--- src/hdl/drrip_pkg.sv ---
package drrip_pkg;

   // Default configuration of the core.
   localparam int NUM_SETS_DEF       = 2048;
   localparam int NUM_WAYS_DEF       = 16;
   localparam int NUM_LEADERS_DEF    = 64;
   localparam int SELECTOR_WIDTH_DEF = 10;

   // Fixed field widths.
   localparam int SET_IN_W = 11;
   localparam int WAY_IN_W = 4;
   localparam int MASK_W   = 16;
   localparam int RND_W    = 5;
   localparam int RV_W     = 2;

   localparam logic [RV_W-1:0] RV_MAX   = 2'd3;
   localparam logic [RV_W-1:0] RV_RESET = 2'd2;

   localparam logic OP_VICTIM = 1'b0;
   localparam logic OP_UPDATE = 1'b1;

   typedef enum logic [1:0] {
      KIND_SRRIP    = 2'd0,
      KIND_BRRIP    = 2'd1,
      KIND_FOLLOWER = 2'd2
   } kind_type;

   typedef enum logic [1:0] {
      ST_CLEAR,
      ST_IDLE,
      ST_LOOKUP
   } fsm_state_type;

   typedef struct packed {
      logic                op;
      logic [SET_IN_W-1:0] set_index;
      logic [WAY_IN_W-1:0] way_index;
      logic                was_hit;
      logic [MASK_W-1:0]   valid_mask;
      logic [RND_W-1:0]    random_bits;
   } req_payload_type;

   typedef struct packed {
      logic [WAY_IN_W-1:0] victim_way;
      logic [RV_W-1:0]     inserted_value;
   } rsp_payload_type;

   typedef struct packed {
      logic clear_wr;
      logic accept;
      logic commit;
   } ctrl_cmd_type;

   typedef struct packed {
      logic clear_last;
   } dp_status_type;

endpackage

--- src/hdl/drrip_ctrl.sv ---
module drrip_ctrl (
   input  logic                     clock,
   input  logic                     reset,
   input  logic                     req_valid,
   output logic                     req_ready,
   output logic                     rsp_valid,
   input  logic                     rsp_ready,
   output drrip_pkg::ctrl_cmd_type  cmd,
   input  drrip_pkg::dp_status_type status
);

   drrip_pkg::fsm_state_type state_ff, state_in;
   logic rsp_valid_ff, rsp_valid_in;
   logic out_free;

   // The output register can take a result when empty or being drained.
   assign out_free = !rsp_valid_ff || rsp_ready;

   always_ff @(posedge clock) begin
      if (reset) begin
         state_ff     <= drrip_pkg::ST_CLEAR;
         rsp_valid_ff <= 1'b0;
      end else begin
         state_ff     <= state_in;
         rsp_valid_ff <= rsp_valid_in;
      end
   end

   always_comb begin
      state_in  = state_ff;
      cmd       = '0;
      req_ready = 1'b0;
      case (state_ff)
         drrip_pkg::ST_CLEAR: begin
            cmd.clear_wr = 1'b1;
            if (status.clear_last) begin
               state_in = drrip_pkg::ST_IDLE;
            end
         end
         drrip_pkg::ST_IDLE: begin
            req_ready = 1'b1;
            if (req_valid) begin
               cmd.accept = 1'b1;
               state_in   = drrip_pkg::ST_LOOKUP;
            end
         end
         drrip_pkg::ST_LOOKUP: begin
            if (out_free) begin
               cmd.commit = 1'b1;
               state_in   = drrip_pkg::ST_IDLE;
            end
         end
         default: begin
            state_in = drrip_pkg::ST_CLEAR;
         end
      endcase
   end

   always_comb begin
      if (cmd.commit) begin
         rsp_valid_in = 1'b1;
      end else if (rsp_ready) begin
         rsp_valid_in = 1'b0;
      end else begin
         rsp_valid_in = rsp_valid_ff;
      end
   end

   assign rsp_valid = rsp_valid_ff;

endmodule

--- config.mk ---
export PLATFORM = sky130hd
export DESIGN_NAME = drrip_ctrl
export DESIGN_NICKNAME = d
export VERILOG_FILES = /design/src/hdl/drrip_pkg.sv /design/src/hdl/drrip_ctrl.sv
export SDC_FILE = /design/constraint.sdc
export NUM_CORES = 1
export LEC_CHECK = 0
export BUFFER_PORTS_ARGS = -buffer_cell sky130_fd_sc_hd__buf_2
export CELL_PAD_IN_SITES_DETAIL_PLACEMENT = 1
export CELL_PAD_IN_SITES_GLOBAL_PLACEMENT = 1
export CORE_AREA = 10 10 47 49
export CTS_BUF_LIST = sky130_fd_sc_hd__clkbuf_16
export CTS_CLUSTER_SIZE = 14
export DETAILED_ROUTE_END_ITERATION = 6
export DIE_AREA = 0 0 57 59
export PLACE_DENSITY_LB_ADDON = 0.1
export SLEW_MARGIN = 20
export SYNTH_ARGS = -nofsm -noshare
export SYNTH_HDL_FRONTEND = slang
export SYNTH_SLANG_ARGS = --single-unit
--- constraint.sdc ---
create_clock -name clock -period 1.3 [get_ports clock]
set_clock_uncertainty 0.15 [all_clocks]
set_input_delay 0.13 -clock clock [delete_from_list [all_inputs] [get_ports clock]]
set_output_delay 0.13 -clock clock [all_outputs]
set_load 0.005 [all_outputs]
# Word level (Yosys, flattened, before mapping)
# Cells that the tools add are included.
[op_classes] n_reduce_logical=5 mux=12 eq_ne=5
[ops] cell="$mux 1" count=8
[ops] cell="$mux 2" count=3
[ops] cell="$ne 2x2->1 const B" count=3
[ops] cell="$pmux 2 s3" count=1
[ops] cell="$reduce_and 3->1" count=1
[ops] cell="$eq 2x1->1 const B" count=1
[ops] cell="$eq 2x2->1 const B" count=1
[ops] cell="$logic_not 2->1" count=1
[ops] cell="$reduce_bool 2->1" count=1
[ops] cell="$logic_not 1->1" count=1
[ops] cell="$logic_or 1x1->1" count=1
[totals] reg_bits=3 in_bits=5 out_inout_bits=5

# Longest topological paths before layout
# Gate-level depths: netlist of run 1.
[depth] depth_word=5 depth_mapped=3 ltp_nobuf=2

# Least setup slack after synthesis of run 1
# OpenSTA, ideal clock, no wires.
[synth_timing] kind="reg-to-reg" start="register state_ff[1]" end="register state_ff[0]" synth_period_minus_slack_ns=1.138 arrival_ns=0.887 path_buffers=0 setup_slack_ns=0.162 path_stages_with_launch=3 t_required_ns=1.049 cell_sequence="dfxtp_1 -> or4b_1 -> o41ai_1"
[synth_via] elab_chain_len=3 word_cells_on_any_way=8 classes_between="eq/ne: 5; mux: 1; reduce/logical: 2"
[synth_lines] element="start, declared" line_no="drrip_ctrl.sv:12" source="drrip_pkg::fsm_state_type state_ff, state_in;"
[synth_lines] element="start signal, assigned" line_no="drrip_ctrl.sv:21" source="state_ff <= drrip_pkg::ST_CLEAR;"
[synth_lines] element="start signal, assigned" line_no="drrip_ctrl.sv:24" source="state_ff <= state_in;"
[synth_lines] element="$eq 2x2->1 (tied with other cells)" line_no="drrip_ctrl.sv:33" source="case (state_ff)"
[synth_lines] element="$ne 2x2->1 (no source line)"
[synth_lines] element="$reduce_and 3->1 (no source line)"
# Parallel ways exist; a longest one is shown, timed or not.
# A chain may end at the register's enable or synchronous reset.

==> results of run 1 <==
-- cell families after synthesis --
logic type / Yosys count
AND/OR/NAND/NOR: 10
buffers and inverters: 1
AO/OA/AOI/OAI: 3
flip-flops: 3
-- layer usage --
layer	wire (µm)	track usage (%)	share of wire [%]	vias to the layer above
li1	-	-	-	93
met2	294	5.74	52	4
met1	223	2.97	39	82
met3	49	3.00	8.6	0
met4	0	6.04	0	0
met5	0	0	0	-
-- sequential cells by signal, summed over array words and instances, names as in the netlist --
register   flops
state_ff       2
rsp_valid      1
-- worst register-to-register path, stage by stage (launching register included) --
cell and delay [ps]:
dfxtp_4 340, buf_4 130, or4b_4 500, o41ai_2 60
-- final timing paths --
path / from / end / slack (ps) / cells after the start
max: state_ff[1] / cmd[0] / -10 / 3
min: reset / state_ff[1] / 40 / 2
max reg2reg: state_ff[1] / state_ff[0] / 20 / 3
min reg2reg: state_ff[0] / state_ff[0] / 350 / 1
-- metrics by stage --
stage / TNS (ps) / power [mW] / cells
detailed placement: 0 / 0.144 / 41
global placement: 0 / 0.145 / 41
finish: -10.2 / 0.631 / 48
floorplan: 0 / 0.123 / 17
CTS: -45.8 / 0.642 / 48
global route: -120 / 0.661 / 48
-- report_power, final --
part	total, mW	internal (mW)	switching (mW)
logic	0.0466	0.0293	0.0173
registers	0.105	0.0975	0.00702
clock network	0.480	0.396	0.0830
total	0.631	0.523	0.107
-- layout by cell type (no fill, tap or decap), drive strengths merged, types with 2 or more instances in the layout --
master | synthesis | final
buf | 1 | 11
clkbuf | 0 | 3
and3b | 2 | 2
dfxtp | 3 | 3
nor2 | 2 | 2
-- cell type report --
type	count	area, µm²	area share [%]
Clock buffer	3	75.1	21.9
Clock inverter	1	3.75	1.09
Multi-Input combinational cell	13	109	31.8
Timing Repair Buffer	12	70.1	20.4
Tap cell	16	20.0	5.84
Sequential cell	3	65.1	19.0
-- timing repair --
action	CTS	global route
pin swaps	0	1
setup endpoints to repair	1	2
endpoints found under the hold margin	2	0
gates resized for setup	3	2
setup buffers	2	0
hold buffers	1	0
==> results.toml, run 1 <==
[outcome]
status = "complete, but fails checks"
violations = "negative setup slack"

[cells_and_area]
stdcell_area_um2 = 343
area_delta_synth_final_pct = 108
fill_cells = 175
antenna_cells = 0
post-route-util_pct = 24.5
nNetsFinal = 38
drive_gt1_share_pct = 62.5

[drt]
drt_iter0_drc = 1
finalWirelength_um = 567
drc = 0
routedWlPerCell_um = 11.8
vias_per_cell = 3.73
dr.pass1.iters = 4
vias = 179
route.antenna.remaining_nets = 0

[grt]
grt_overflow = 0
grt_max_degree = 8
grt_pass1_vias = 202
antenna_found_initial = 0
grt_pass1_wl_um = 910
grt.total_usage_pct = 4.06

[setup_path]
worstSetupPathType = "reg2out"
critPathArrivalTime_ps = 1030
crit_slowest_cell = "dfxtp_4"
cp_top_family = "flip-flops"
crit_required_ps = 1020
worstSetupEndpointType = "primary output"
cp_num_buf_inv = 1
start_kind = "flip-flop"
path_cells = "or2b_1, nor2b_1, buf_2"
slowest_delay_ps = 350
cp_max_fo = 5

[synthesis]
syn_area_per_cell_um2 = 9.72
synth_mux_area_share_pct = 0
synth_simple_gate_area_share_pct = 44.7
yosysMostFrequentCell = "dfxtp_1"
synth_edf_count = 0
synthTopCellsByArea = "dfxtp_1 36%, and3b_2 6.1%, nor4bb_1 6.1%, o21ba_2 6.1%, or4b_1 6.1%"
synth_cell_type_count = 14
synth_top_family_by_area = "simple AND/OR/NAND/NOR gates"
synth_compound_area_share_pct = 14.4
synth.top_cell.area_share_pct = 36.4
synth-main-ff-cell = "dfxtp_1"
ys_seq_elements = 3
synth-xor-area-share_pct = 0
ys_seq_area_share_pct = 36.4
syn_inst = 17
synth_fa_ha_area_share_pct = 0
ys_async_sr_fraction_pct = 0
synth_largest_area_cell = "dfxtp_1"
synth_area_um2 = 165
yosys_warnings = 0
synthesis.nets = 22
synthTopCellsByCount = "3 x dfxtp_1, 2 x nor2_1"

[die]
io_pins = 10
rows = 14
die_w_um = 57
die_area_mm2 = 0.00336
core-area_mm2 = 0.00140
start_util_pct = 11.8
die_height_um = 59

[timing]
hold_viol = 0
rsz0062_at_grt = "true"
final_max_slew_viol_count = 0
setup_viol = 1
maxSlewHeadroom_pct = 84.2
whs_ps = 43.8
clock.fmax_ghz = 0.763
layout_setup_ws_ps = -10.2
post-route-min-period_ps = 1310
fin_crit_sh_pct = 101
tightest_slew_ps = 234

[clock_network]
cts-root-buf = "clkbuf_16"
clk_path_buf_depth = 2
path_clk_slew_ps = 30
cts_made_buffers = 3
cts_sinks = 3
htreeDepth = 1
cts_tree = "built"
clk_latency_ps = 220

[job]
cap_viol_max_count = 0

[pwr]
power_per_cell_area_mw_per_mm2 = 1840
vdd_drop_max_uv = 565
p_leak_nw = 0.167

[place]
dp_slack_ps = 97.2
placed_cell_area_um2 = 223
io_buffers = 9
gp_congestion = 0.652

[hold_path]
worstHoldPathType = "in2reg"
(Power assumes the default switching activity.)
==> inputs of run 2 (changes only) <==
--- a/config.mk
+++ b/config.mk
@@ -8,11 +8,11 @@
 export BUFFER_PORTS_ARGS = -buffer_cell sky130_fd_sc_hd__buf_2
 export CELL_PAD_IN_SITES_DETAIL_PLACEMENT = 1
 export CELL_PAD_IN_SITES_GLOBAL_PLACEMENT = 1
-export CORE_AREA = 10 10 47 49
+export CORE_AREA = 2 2 39 41
 export CTS_BUF_LIST = sky130_fd_sc_hd__clkbuf_16
 export CTS_CLUSTER_SIZE = 14
 export DETAILED_ROUTE_END_ITERATION = 6
-export DIE_AREA = 0 0 57 59
+export DIE_AREA = 0 0 41 43
 export PLACE_DENSITY_LB_ADDON = 0.1
 export SLEW_MARGIN = 20
 export SYNTH_ARGS = -nofsm -noshare
==> constraint.sdc (replaced) <==
create_clock -name clock -period 1.2 [get_ports clock]
set_clock_uncertainty 0.15 [all_clocks]
set_input_delay 0.12 -clock clock [delete_from_list [all_inputs] [get_ports clock]]
set_output_delay 0.12 -clock clock [all_outputs]
set_load 0.005 [all_outputs]
==> run 2 against run 1 <==
  * Sequential share of layout area fell by 1.5 points
  * Flip-flop and latch count did not move
  * Highest routed layer unchanged
  * Setup slack worse by 92 ps
  * Count of clock-buffer cells in the layout did not move
  * The run still ends with negative setup slack left
  * Critical endpoint unchanged
==> results.toml, run 2 (synthesis gave the netlist of run 1 again) <==
[grt]
grt.total_usage_pct = 8.43
grt_overflow = 0
grt_max_degree = 6
grt_pass1_vias = 201
grt_pass1_wl_um = 910
antenna_found_initial = 0

[drt]
vias = 200
routed.top_layer = "met3"
dr.pass1.iters = 1
wl_met2_um = 326
drt_iter0_drc = 0
routedWlPerCell_um = 10.8
wl_met3_um = 42
m1WireLength_um = 191
drc = 0
route.antenna.remaining_nets = 0
vias_per_cell = 3.85
finalWirelength_um = 560

[setup_path]
slowest_delay_ps = 350
cp_num_buf_inv = 1
crit_cells = 3
path_cells = "or2b_1, nor2b_1, buf_2"
worstRegToRegCells = 3
cp_top_family = "flip-flops"
critPathArrivalTime_ps = 1030
start_kind = "flip-flop"
crit_required_ps = 930
worstSetupPathType = "reg2out"
crit_slowest_cell = "dfxtp_4"
worstSetupEndpointType = "primary output"
cp_max_fo = 4

[die]
die_w_um = 41
die_height_um = 43
die_area_mm2 = 0.00176
io_pins = 10
start_util_pct = 11.9
rows = 14
core-area_mm2 = 0.00138

[place]
dp_slack_ps = 26.0
gp_congestion = 0.675
dp_cells = 43
io_buffers = 9

[cells_and_area]
final_cell_mix = "9 x buf_2, 6 x buf_4, 3 x clkbuf_16, 2 x nor2_1"
area_delta_synth_final_pct = 126
antenna_cells = 0
fill_cells = 169
top_register = "state_ff"
drive_gt1_share_pct = 66.7
regArea_um2 = 65.1
layoutNonFillerInstCount = 52
multi_input_area_um2 = 109
final_common_cell = "buf_2"
largest_reg_flops = 2
nNetsFinal = 42

[timing]
fin_crit_sh_pct = 109
setup_viol = 5
tightest_slew_ps = 243
rsz0062_at_grt = "true"
final_max_slew_viol_count = 0
layout_setup_ws_ps = -102
post-route-min-period_ps = 1300
clock.fmax_ghz = 0.768
maxSlewHeadroom_pct = 83.6
hold_viol = 0

[clock_network]
clk_path_buf_depth = 2
htreeDepth = 1
clk_latency_ps = 220
cts-root-buf = "clkbuf_16"
cts_tree = "built"
path_clk_slew_ps = 30
cts_made_buffers = 3
cts_sinks = 3

[job]
cap_viol_max_count = 0

[hold_path]
worstHoldPathType = "in2reg"
hold_path_depth = 3

[pwr]
p_leak_nw = 0.188
power_mw = 0.695
vdd_drop_max_uv = 662
power_per_cell_area_mw_per_mm2 = 1860

[outcome]
violations = "negative setup slack"
status = "complete, but fails checks"
[run 2: cell types whose count changed in the layout (fill, tap and decap cells not counted), sizes merged]
cell / previous run / this run
buf: 11 / 15
[run 2: what timing repair did]
item | 4_1_cts | 5_1_grt
pin swaps | 0 | 1
setup buffers | 3 | 1
hold buffers | 1 | 0
gates resized for setup | 2 | 3
hold endpoints to repair | 2 | 0
endpoints found under the setup margin | 3 | 6
[run 2: area by class of cell]
type                       instances  area share, %
tap                               16           5.37
timing repair buffer              16           26.8
multi-input combinational         13           29.2
sequential                         3           17.4
clock buffer                       3           20.1
clock inverter                     1           1.01
[run 2: worst paths after layout]
| check | startpoint | to | slack [ps] |
|---|---|---|---|
| max | state_ff[1] | cmd[0] | -100 |
| max reg2reg | state_ff[1] | state_ff[0] | -80 |
| min reg2reg | rsp_valid | rsp_valid | 390 |
| min | req_valid | state_ff[0] | 40 |
[run 2: routing by layer]
layer | vias to the layer above | track usage, %
met5 | - | 0
met4 | 0 | 4.00
met3 | 0 | 6.28
met2 | 6 | 12.5
met1 | 95 | 8.33
li1 | 99 | -
[run 2: tightest hold or removal path, delay by kind of cell]
family / cells / cell delay (ps)
buffers and inverters: 1 / 90
and+or+nand+nor: 1 / 110
AOI/OAI and AO/OA: 1 / 50
[run 2: stage by stage]
| stage | utilization (%) | TNS [ps] | instance area, µm² | hold slack (ps) |
|---|---|---|---|---|
| finish | 26.9 | -355 | 373 | 36.4 |
| global route | 26.9 | -599 | 373 | 38.4 |
| CTS | 25.5 | -268 | 353 | 27.9 |
| detailed placement | 17.2 | 0 | 238 | 188 |
| global placement | 17.2 | 0 | 238 | 191 |
| floorplan | - | 0 | 165 | 39.1 |
[run 2: where the power goes]
group / total, mW / internal, mW / switching [mW]
combinational: 0.0629 / 0.0408 / 0.0221
sequential: 0.112 / 0.106 / 0.00648
clock: 0.520 / 0.430 / 0.0902
total: 0.695 / 0.576 / 0.119
